**config.mk**
```make
export PLATFORM = sky130hd
export DESIGN_NAME = lru_sheet_slot_cache
export DESIGN_NICKNAME = d
export VERILOG_FILES = /design/src/sv/lssc_pkg.sv /design/src/sv/lssc_cmp.sv /design/src/sv/lru_sheet_slot_cache.sv
export VERILOG_INCLUDE_DIRS = /design/src /design/src/sv
export SDC_FILE = /design/constraint.sdc
export NUM_CORES = 1
export LEC_CHECK = 0
export ABC_AREA = 0
export BUFFER_PORTS_ARGS = -buffer_cell sky130_fd_sc_hd__buf_4
export CAP_MARGIN = 10
export CELL_PAD_IN_SITES_DETAIL_PLACEMENT = 0
export CELL_PAD_IN_SITES_GLOBAL_PLACEMENT = 1
export CORE_MARGIN = 3
export CORE_UTILIZATION = 40
export DETAILED_ROUTE_END_ITERATION = 12
export PLACE_DENSITY = 0.6
export SYNTH_ARGS = -nofsm -noshare
export SYNTH_HDL_FRONTEND = slang
export SYNTH_SLANG_ARGS = --single-unit
```
**constraint.sdc**
```tcl
create_clock -name clk -period 12.6 [get_ports clk]
set_input_delay 2.52 -clock clk [delete_from_list [all_inputs] [get_ports clk]]
set_output_delay 2.52 -clock clk [all_outputs]
set_load 0.03 [all_outputs]
```
**src/sv/assert_macros.svh**
```systemverilog
// Concurrent assertion helpers, clocked on clk and held off during rst.
`ifndef ASSERT_MACROS_SVH
`define ASSERT_MACROS_SVH

// The expression holds at every clock edge.
`define ASSERT_ALWAYS(lbl, expr) \
  lbl: assert property (@(posedge clk) disable iff (rst) (expr)) \
    else $error("assertion failed");

// When the antecedent holds, the consequent holds in the next cycle.
`define ASSERT_NEXT(lbl, ante, cons) \
  lbl: assert property (@(posedge clk) disable iff (rst) (ante) |=> (cons)) \
    else $error("assertion failed");

`endif

```
**src/sv/lssc_pkg.sv**
```systemverilog
package lssc_pkg;

  localparam int SHEETS   = 8;
  localparam int RESERVED = 4;
  localparam int IDX_W    = $clog2(SHEETS);
  localparam int SHEET_W  = 6;
  localparam int STAMP_W  = 32;
  localparam int BANK_W   = 64;
  localparam int OFF_W    = 32;

  localparam logic [1:0] ACT_LOOKUP   = 2'd0;
  localparam logic [1:0] ACT_REGISTER = 2'd1;
  localparam logic [1:0] ACT_TOUCH    = 2'd2;

  localparam logic [2:0] ST_HIT      = 3'd0;
  localparam logic [2:0] ST_LOADED   = 3'd1;
  localparam logic [2:0] ST_NULL     = 3'd2;
  localparam logic [2:0] ST_NOSHEET  = 3'd3;
  localparam logic [2:0] ST_BADINDEX = 3'd4;
  localparam logic [2:0] ST_DONE     = 3'd5;

  typedef struct packed {
    logic [1:0]         action;
    logic [BANK_W-1:0]  bank_id;
    logic [OFF_W-1:0]   bank_offset;
    logic [SHEET_W-1:0] sheet_index;
  } req_t;

  typedef struct packed {
    logic [2:0]         status;
    logic [SHEET_W-1:0] sheet;
    logic               load_request;
  } rsp_t;

  typedef struct packed {
    logic match;
    logic older;
  } cmp_t;

  typedef enum logic [2:0] {
    S_IDLE,
    S_HIT_SCAN,
    S_VICTIM_SCAN,
    S_FILL,
    S_FINISH
  } state_t;

endpackage

```
**src/sv/lssc_cmp.sv**
```systemverilog
module lssc_cmp (
  input  logic [lssc_pkg::BANK_W-1:0]  key_bank,
  input  logic [lssc_pkg::OFF_W-1:0]   key_offset,
  input  logic                         entry_valid,
  input  logic [lssc_pkg::BANK_W-1:0]  entry_bank,
  input  logic [lssc_pkg::OFF_W-1:0]   entry_offset,
  input  logic [lssc_pkg::STAMP_W-1:0] entry_stamp,
  input  logic [lssc_pkg::STAMP_W-1:0] best_stamp,
  output lssc_pkg::cmp_t               result
);
  import lssc_pkg::*;

  always_comb begin
    result.match = entry_valid && (entry_bank == key_bank) && (entry_offset == key_offset);
    result.older = entry_stamp < best_stamp;
  end

endmodule

```
**src/sv/lru_sheet_slot_cache.sv**
```systemverilog
// Channel  Dir  Handshake             Payload
// req      in   req_valid/req_stall   req_t  {action, bank_id, bank_offset, sheet_index}
// rsp      out  rsp_valid/rsp_stall   rsp_t  {status, sheet, load_request}
//
// One compare unit walks the slots, one slot per cycle. Register, touch, null handle
// and bad index go straight to finish; a lookup walks the slots for a hit, and on a miss
// walks the unreserved slots for a victim and fills it (stopping at the first free slot).
// req_stall is high from acceptance until the result enters the output register.
// A result waiting on rsp_stall holds the next item in finish, with req_stall high. rst
// clears all slot valid bits and the use stamp.
module lru_sheet_slot_cache (
  input  logic           clk,
  input  logic           rst,
  input  logic           req_valid,
  output logic           req_stall,
  input  lssc_pkg::req_t req,
  output logic           rsp_valid,
  input  logic           rsp_stall,
  output lssc_pkg::rsp_t rsp
);
  import lssc_pkg::*;

  state_t state, state_next;

  logic [BANK_W-1:0]  slot_bank   [SHEETS];
  logic [OFF_W-1:0]   slot_offset [SHEETS];
  logic [STAMP_W-1:0] slot_stamp  [SHEETS];
  logic [SHEETS-1:0]  slot_valid;
  logic [STAMP_W-1:0] use_stamp;

  logic [BANK_W-1:0]  key_bank;
  logic [OFF_W-1:0]   key_offset;
  logic [IDX_W-1:0]   cnt;
  logic [IDX_W-1:0]   victim;
  logic               best_valid;
  logic [STAMP_W-1:0] best_stamp;
  rsp_t               res;

  logic               accept;
  logic               out_free;
  logic               idx_ok;
  logic               last;
  logic [IDX_W-1:0]   req_slot;
  cmp_t               cmp;

  lssc_cmp u_cmp (
    .key_bank     (key_bank),
    .key_offset   (key_offset),
    .entry_valid  (slot_valid[cnt]),
    .entry_bank   (slot_bank[cnt]),
    .entry_offset (slot_offset[cnt]),
    .entry_stamp  (slot_stamp[cnt]),
    .best_stamp   (best_stamp),
    .result       (cmp)
  );

  always_comb begin
    req_stall = (state != S_IDLE);
    accept    = req_valid && (state == S_IDLE);
    out_free  = !rsp_valid || !rsp_stall;
    idx_ok    = ({1'b0, req.sheet_index} < (SHEET_W + 1)'(SHEETS));
    req_slot  = req.sheet_index[IDX_W-1:0];
    last      = (cnt == IDX_W'(SHEETS - 1));
  end

  always_comb begin
    state_next = state;
    case (state)
      S_IDLE: begin
        if (req_valid) begin
          if (req.action == ACT_LOOKUP && req.bank_id != '0) begin
            state_next = S_HIT_SCAN;
          end else begin
            state_next = S_FINISH;
          end
        end
      end
      S_HIT_SCAN: begin
        if (cmp.match) begin
          state_next = S_FINISH;
        end else if (last) begin
          state_next = (RESERVED >= SHEETS) ? S_FINISH : S_VICTIM_SCAN;
        end
      end
      S_VICTIM_SCAN: begin
        if (!slot_valid[cnt] || last) begin
          state_next = S_FILL;
        end
      end
      S_FILL:   state_next = S_FINISH;
      S_FINISH: begin
        if (out_free) begin
          state_next = S_IDLE;
        end
      end
      default:  state_next = S_IDLE;
    endcase
  end

  always_ff @(posedge clk) begin
    if (rst) begin
      state <= S_IDLE;
    end else begin
      state <= state_next;
    end
  end

  always_ff @(posedge clk) begin
    if (rst) begin
      slot_valid <= '0;
      use_stamp  <= '0;
      rsp_valid  <= 1'b0;
    end else begin
      if (state == S_FINISH && out_free) begin
        rsp_valid <= 1'b1;
      end else if (rsp_valid && !rsp_stall) begin
        rsp_valid <= 1'b0;
      end
      case (state)
        S_IDLE: begin
          if (accept) begin
            key_bank   <= req.bank_id;
            key_offset <= req.bank_offset;
            cnt        <= '0;
            if (req.action == ACT_LOOKUP) begin
              if (req.bank_id == '0) begin
                res <= '{status: ST_NULL, sheet: '0, load_request: 1'b0};
              end else begin
                use_stamp <= use_stamp + 1'b1;
              end
            end else if ((req.action == ACT_REGISTER || req.action == ACT_TOUCH) && idx_ok) begin
              use_stamp            <= use_stamp + 1'b1;
              slot_stamp[req_slot] <= use_stamp + 1'b1;
              if (req.action == ACT_REGISTER) begin
                slot_bank[req_slot]   <= req.bank_id;
                slot_offset[req_slot] <= '0;
                slot_valid[req_slot]  <= 1'b1;
              end
              res <= '{status: ST_DONE, sheet: req.sheet_index, load_request: 1'b0};
            end else begin
              res <= '{status: ST_BADINDEX, sheet: '0, load_request: 1'b0};
            end
          end
        end
        S_HIT_SCAN: begin
          if (cmp.match) begin
            slot_stamp[cnt] <= use_stamp;
            res             <= '{status: ST_HIT, sheet: SHEET_W'(cnt), load_request: 1'b0};
          end else if (last) begin
            // no eligible victim when every slot is reserved
            res        <= '{status: ST_NOSHEET, sheet: '0, load_request: 1'b0};
            cnt        <= IDX_W'(RESERVED);
            best_valid <= 1'b0;
          end else begin
            cnt <= cnt + 1'b1;
          end
        end
        S_VICTIM_SCAN: begin
          if (!slot_valid[cnt]) begin
            victim <= cnt;
          end else if (!best_valid || cmp.older) begin
            best_valid <= 1'b1;
            best_stamp <= slot_stamp[cnt];
            victim     <= cnt;
          end
          if (!last) begin
            cnt <= cnt + 1'b1;
          end
        end
        S_FILL: begin
          slot_bank[victim]   <= key_bank;
          slot_offset[victim] <= key_offset;
          slot_valid[victim]  <= 1'b1;
          slot_stamp[victim]  <= use_stamp;
          res <= '{status: ST_LOADED, sheet: SHEET_W'(victim), load_request: 1'b1};
        end
        S_FINISH: begin
          if (out_free) begin
            rsp <= res;
          end
        end
        default: ;
      endcase
    end
  end

`include "assert_macros.svh"

  `ASSERT_ALWAYS(a_load_means_loaded, !rsp_valid || !rsp.load_request || rsp.status == ST_LOADED)
  `ASSERT_NEXT(a_busy_after_accept, req_valid && !req_stall, req_stall)
  `ASSERT_NEXT(a_fill_sets_valid, state == S_FILL, slot_valid[$past(victim)])

endmodule

```
# After elaboration in Yosys (flattened, before gate mapping)
# Memories as Yosys holds them, arrays and structs flattened. A register that Yosys moved wholly into a read port is not among the register bits.
# Cells that the tools add are included.
op_classes:
  n_addsub: 2
  n_mul: 0
  div_mod_pow: 0
  reduce_logical: 42
  shift: 0
  n_eq_ne: 25
  muxes: 77
  order_cmp: 7
  bitwise_logic: 3
ops:
  columns: ["cell", "n"]
  rows:
  - ["$mux 32", 6]
  - ["$reduce_or 32->1", 3]
  - ["$eq 64x64->1", 1]
  - ["$logic_not 64->1", 1]
  - ["$mux 64", 1]
  - ["$reduce_bool 64->1", 1]
  - ["$reduce_or 64->1", 1]
  - ["$mux 3", 19]
  - ["$mux 10", 5]
  - ["$mux 8", 5]
  - ["$mux 1", 33]
  - ["$add 32x1->32 const B", 1]
  - ["$eq 32x32->1", 1]
  - ["$lt 32x32->1", 1]
  - ["$pmux 10 s3", 1]
  - ["$ne 2x2->1 const B", 11]
  - ["$or 8x8->8", 2]
  - ["$pmux 8 s2", 1]
  - ["$pmux 3 s5", 1]
  - ["$reduce_and 5->1", 3]
  - ["$lt 3x4->1 const B", 3]
  - ["$reduce_and 4->1", 3]
  - ["$logic_and 1x1->1", 9]
  - ["$pmux 3 s3", 1]
  - ["23 further kinds", 42]
totals:
  rom_bits: 0
  mem_bits_rw: 1024
  latch_bits: 0
  memories: 3
  out_inout_bits: 12
  ff_bits: 199
memory_table:
  columns: ["name", "depth", "word_bits", "read_ports", "rd_clocked_by_memory_dff", "write_ports", "line", "source"]
  rows:
  - ["slot_bank", 8, 64, 1, 1, 1, "lru_sheet_slot_cache.sv:25", "logic [BANK_W-1:0] slot_bank [SHEETS];"]
  - ["slot_offset", 8, 32, 1, 1, 1, "lru_sheet_slot_cache.sv:26", "logic [OFF_W-1:0] slot_offset [SHEETS];"]
  - ["slot_stamp", 8, 32, 1, 1, 1, "lru_sheet_slot_cache.sv:27", "logic [STAMP_W-1:0] slot_stamp [SHEETS];"]

# Logic depth before layout (Yosys ltp)
logic_depth:
  ltp_word: 11
  mapped_depth: 20

# Modules after synthesis
# A second synthesis with hierarchy kept.
hier_totals:
  cells_unflattened: 2638
  hier_area_um2: 50284.5
by_module_without_submodules:
  columns: ["mod", "n_inst", "area_each_um2", "cells_per_inst"]
  rows:
  - ["lru_sheet_slot_cache", 1, 48247.5, 2347]
  - ["lssc_cmp", 1, 2037.0, 291]

# Least setup slack after synthesis
# Ideal clock, no wire load.
synth_path:
  kind: "input-to-reg"
  start: "input req[102] in the netlist's numbering"
  end: "memory slot_bank[0][0], enable pin"
  setup_slack_ns: 3.964
  required_ns: 12.048
  stages: 8
  arrival_ns: 8.084
  setup_ns: 0.552
  path_cell_list: "inv_1 -> ha_1 -> nor4_1 -> nand2_1 -> nor3_1 -> nand2_1 -> o22a_1 -> nor2_1"
synth_via:
  elab_chain_len: 10
  elab_cells_between_ends: 13
  classes_between: "eq/ne (2); mux (8); reduce/logical (3)"
synth_lines:
  columns: ["element", "line", "source"]
  rows:
  - ["from (decl)", "lru_sheet_slot_cache.sv:16", "input lssc_pkg::req_t req,"]
  - ["$eq 2x1->1 or $eq 2x2->1 (tied branches)", "lru_sheet_slot_cache.sv:131, lru_sheet_slot_cache.sv:134", null]
  - ["$logic_or 1x1->1", "lru_sheet_slot_cache.sv:131", "end else if ((req.action == ACT_REGISTER || req.action == ACT_TOUCH) && idx_ok) begin"]
  - ["$logic_and 1x1->1", "lru_sheet_slot_cache.sv:131", null]
  - ["$mux 1", "lru_sheet_slot_cache.sv:131", null]
  - ["$mux 1 *", "lru_sheet_slot_cache.sv:125", "if (req.action == ACT_LOOKUP) begin"]
  - ["$mux 1 *", "lru_sheet_slot_cache.sv:121", "if (accept) begin"]
  - ["$mux 1 *", "lru_sheet_slot_cache.sv:119", "case (state)"]
  - ["$mux 1 *", "lru_sheet_slot_cache.sv:109", "if (rst) begin"]
  - ["$mux 1 (implied by the code) *", "lru_sheet_slot_cache.sv:135", "slot_bank[req_slot] <= req.bank_id;"]
  - ["$mux 1 (no source line) *", null, null]
  - ["to (decl)", "lru_sheet_slot_cache.sv:25", null]
# Every way passes the cells marked *; elsewhere a longest branch is shown, timed or not.

==> impl_metrics.tcl <==
set metrics [dict create \
    outcome "completed" \
    areaGrowthSynthToFinish_pct 14.30 \
    die_h_um 359.6 \
    cts.repair.resized 0 \
    cp.required_ns 12.96 \
    viasPerCell 5.526 \
    n_fill_cell 10570 \
    num_rows 129 \
    hold_viol_final 0 \
    worstSkewPairLatency_ns 0.75 \
    die_area_um2 129300 \
    route.detailed.drc 0 \
    grt_pass1_vias 27440 \
    setup_viol 0 \
    synthCells 2839 \
    globalRouteTotalUtil_pct 20.16 \
    p_leak_nw 19.76 \
    power_density_nw_per_um2 158.3 \
    timing.critical_path.buf_inv 3 \
    ys.flop_type "edfxtp_1" \
    dpl.hpwl_um 79440 \
    clkTransAtPathRegs_ns 0.05 \
    slowest_delay_ns 0.86 \
    cp_slowest_cell "dfxtp_4" \
    final_nets 3170 \
    cp-start-kind "flop" \
    initial_core_util_pct 40.35 \
    post_cts_buffers 0 \
    timing.fmax_mhz 145.5 \
    crit_chain "buf_4 > buf_4 > mux4_2 > mux2i_1 > xnor2_1 > nor2_1 > nand4_1 > nor4_2 > nand4_2 > a211o_1 > a221oi_2 > o2111a_1 > buf_4" \
    grt_max_degree 120 \
    drt-total-wl_um 130700 \
    cp_common_cell "buf_4" \
    period_share_pct 54.55 \
    antenna_found_initial 1 \
    overflow 0 \
    hold_buffers 0 \
    ant_nets 0 \
    ys_warn_count 0 \
    cts_tree "built" \
    critical-path-top-delay-family "buffers and inverters" \
    drtIter0Drc 2123 \
    cp.arrival_ns 7.23 \
    root_buffer "clkbuf_16" \
    ys_types 75 \
    min_path_type "flop to flop" \
    end_kind "flop" \
    peakVddDrop_mv 0.1328 \
    criticalPathCategory "flop to flop" \
    numCtsBuffers 136 \
    grt_pass1_wl_um 190800 \
    period_needed_ns 6.873 \
    slew_headroom_pct 31.70 \
    num_vias 26350 \
    drtPass1Iterations 5 \
    setup_tns_ns 0 \
    diodes 0 \
    core_um2 124000 \
    worst_pin_slew_ns 1.025 \
    power_w 0.009052 \
    skew_ns 0.03494 \
    cp_max_fo 35 \
    drive_above_1_share_pct 20.66 \
    io_pins 120 \
    drv_cap 0 \
    avgSynthCellArea_um2 17.62 \
    wl_per_cell_um 27.40 \
    synth_seq_cells 1226 \
    port_buffers 119 \
    clock_sinks 1226 \
    syn-cell-area_um2 50020 \
    die_w_um 359.6 \
    htree_levels 4 \
    seq_area_frac_synth_pct 72.66 \
    synthArstFlopShare_pct 0 \
    slew_viol_final 0 \
    clockBufferDepth 3 \
    synth_edf_count 1179 \
    grt_setup_unrepaired "false" \
    place.gp.congestion 0.8085 \
]
[placed cells by master, fill, tap and decap left out, types with 37 or more instances in the layout]
master / Yosys / routed
a21oi_1: 51 / 51
a22oi_1: 39 / 39
and2_1: 37 / 37
buf_4: 16 / 164
clkbuf_16: 0 / 138
dfxtp_1: 47 / 44
edfxtp_1: 1179 / 1179
ha_1: 37 / 37
inv_1: 51 / 51
mux2_2: 71 / 71
mux2i_1: 165 / 165
mux4_2: 187 / 187
nand2_1: 266 / 266
nand4_1: 37 / 37
nor2_1: 90 / 80
nor4_1: 41 / 41
xnor2_1: 77 / 77
[cell usage after synthesis (8+ instances only)]
library cell     n  area (um2)
edfxtp_1      1179       35400
nand2_1        266       998.5
mux4_2         187        4212
mux2i_1        165        1652
nor2_1          90       337.8
xnor2_1         77       674.4
mux2_2          71       799.5
a21oi_1         51       255.2
clkbuf_1        51       191.4
inv_1           51       191.4
dfxtp_1         47       940.9
nor4_1          41       256.5
a22oi_1         39       292.8
and2_1          37       231.5
ha_1            37       462.9
nand4_1         37       231.5
nor3_1          37       185.2
xor2_1          34       297.8
buf_2           33       165.2
o21ai_0         32       160.2
or3_1           26       162.7
a21o_1          23       172.7
nand3_1         21       105.1
o22ai_1         20       125.1
and3_1          17       106.4
buf_4           16       120.1
nor2b_1         12       75.07
a211oi_1        11       82.58
buf_1           11       41.29
buf_6           11       123.9
a22o_1           8       70.07
[layer usage]
layer  track usage, %  up-vias  wire, um
li1                 -    11650         -
met1            26.77    13840     56130
met2            34.80      678     66320
met3            2.699      183      5054
met4            5.848        0      3180
met5                0        -         0
[logic make-up (layout without fill, tap and decap cells)]
family | count (synthesis) | in the layout | share of synthesized area (%)
AOI/OAI and AO/OA | 236 | 236 | 3.249
muxes | 425 | 425 | 13.40
other | 1 | 3 | 0.007497
xor gates and xnor gates | 111 | 111 | 1.944
buffers and inverters | 176 | 467 | 1.733
DFF | 1226 | 1226 | 72.66
adders and majority gates | 37 | 37 | 0.9255
and+or+nand+nor | 627 | 627 | 6.079
[report_power, final]
| part | internal, W | total, W | switching, W |
|---|---|---|---|
| sequential | 0.00448 | 0.00452 | 0.0000452 |
| clock | 0.00221 | 0.00381 | 0.00161 |
| combinational | 0.000285 | 0.000715 | 0.000430 |
| total | 0.00697 | 0.00905 | 0.00208 |
[final timing paths]
| path | slack, ns | cells past startpoint | start | to |
|---|---|---|---|---|
| max | 5.73 | 13 | flop | slot_stamp[6][3] |
| min | 0.42 | 0 | res[9] | rsp[9] |
| max reg2reg | 5.73 | 13 | flop | slot_stamp[6][3] |
| min reg2reg | 0.42 | 0 | res[9] | rsp[9] |
[metrics by stage]
stage	hold slack [ns]	area [um2]	utilization [%]	setup WS [ns]	cells
final	0.4173	57170	46.12	5.727	4769
after floorplan	0.4003	50030	-	3.964	2841
after detailed placement	0.4045	52870	42.65	5.411	4524
after global placement	0.4031	52870	42.65	5.405	4524
after CTS	0.4175	57170	46.12	5.568	4769
after global routing	0.4236	57170	46.12	5.269	4769
[state kept, by name, summed over array words and instances, names as in the netlist, named ones only]
register     cells
slot_valid       8
res             10
best_valid       1
victim           3
rsp_valid        1
slot_bank      512
cnt              3
rsp             10
key_offset      32
state            3
best_stamp      32
use_stamp       32
slot_offset    256
key_bank        64
slot_stamp     256
[cell type report]
| cell class | instances | area [um2] | share of cell area (%) |
|---|---|---|---|
| Multi-Input combinational cell | 1439 | 12920 | 22.60 |
| Clock inverter | 76 | 703.2 | 1.230 |
| Inverter | 52 | 195.2 | 0.3414 |
| Sequential cell | 1226 | 36360 | 63.59 |
| Clock buffer | 169 | 3600 | 6.296 |
| Tap cell | 1637 | 2048 | 3.582 |
| Timing Repair Buffer | 170 | 1351 | 2.364 |
Power figures use the tool's default switching activity.
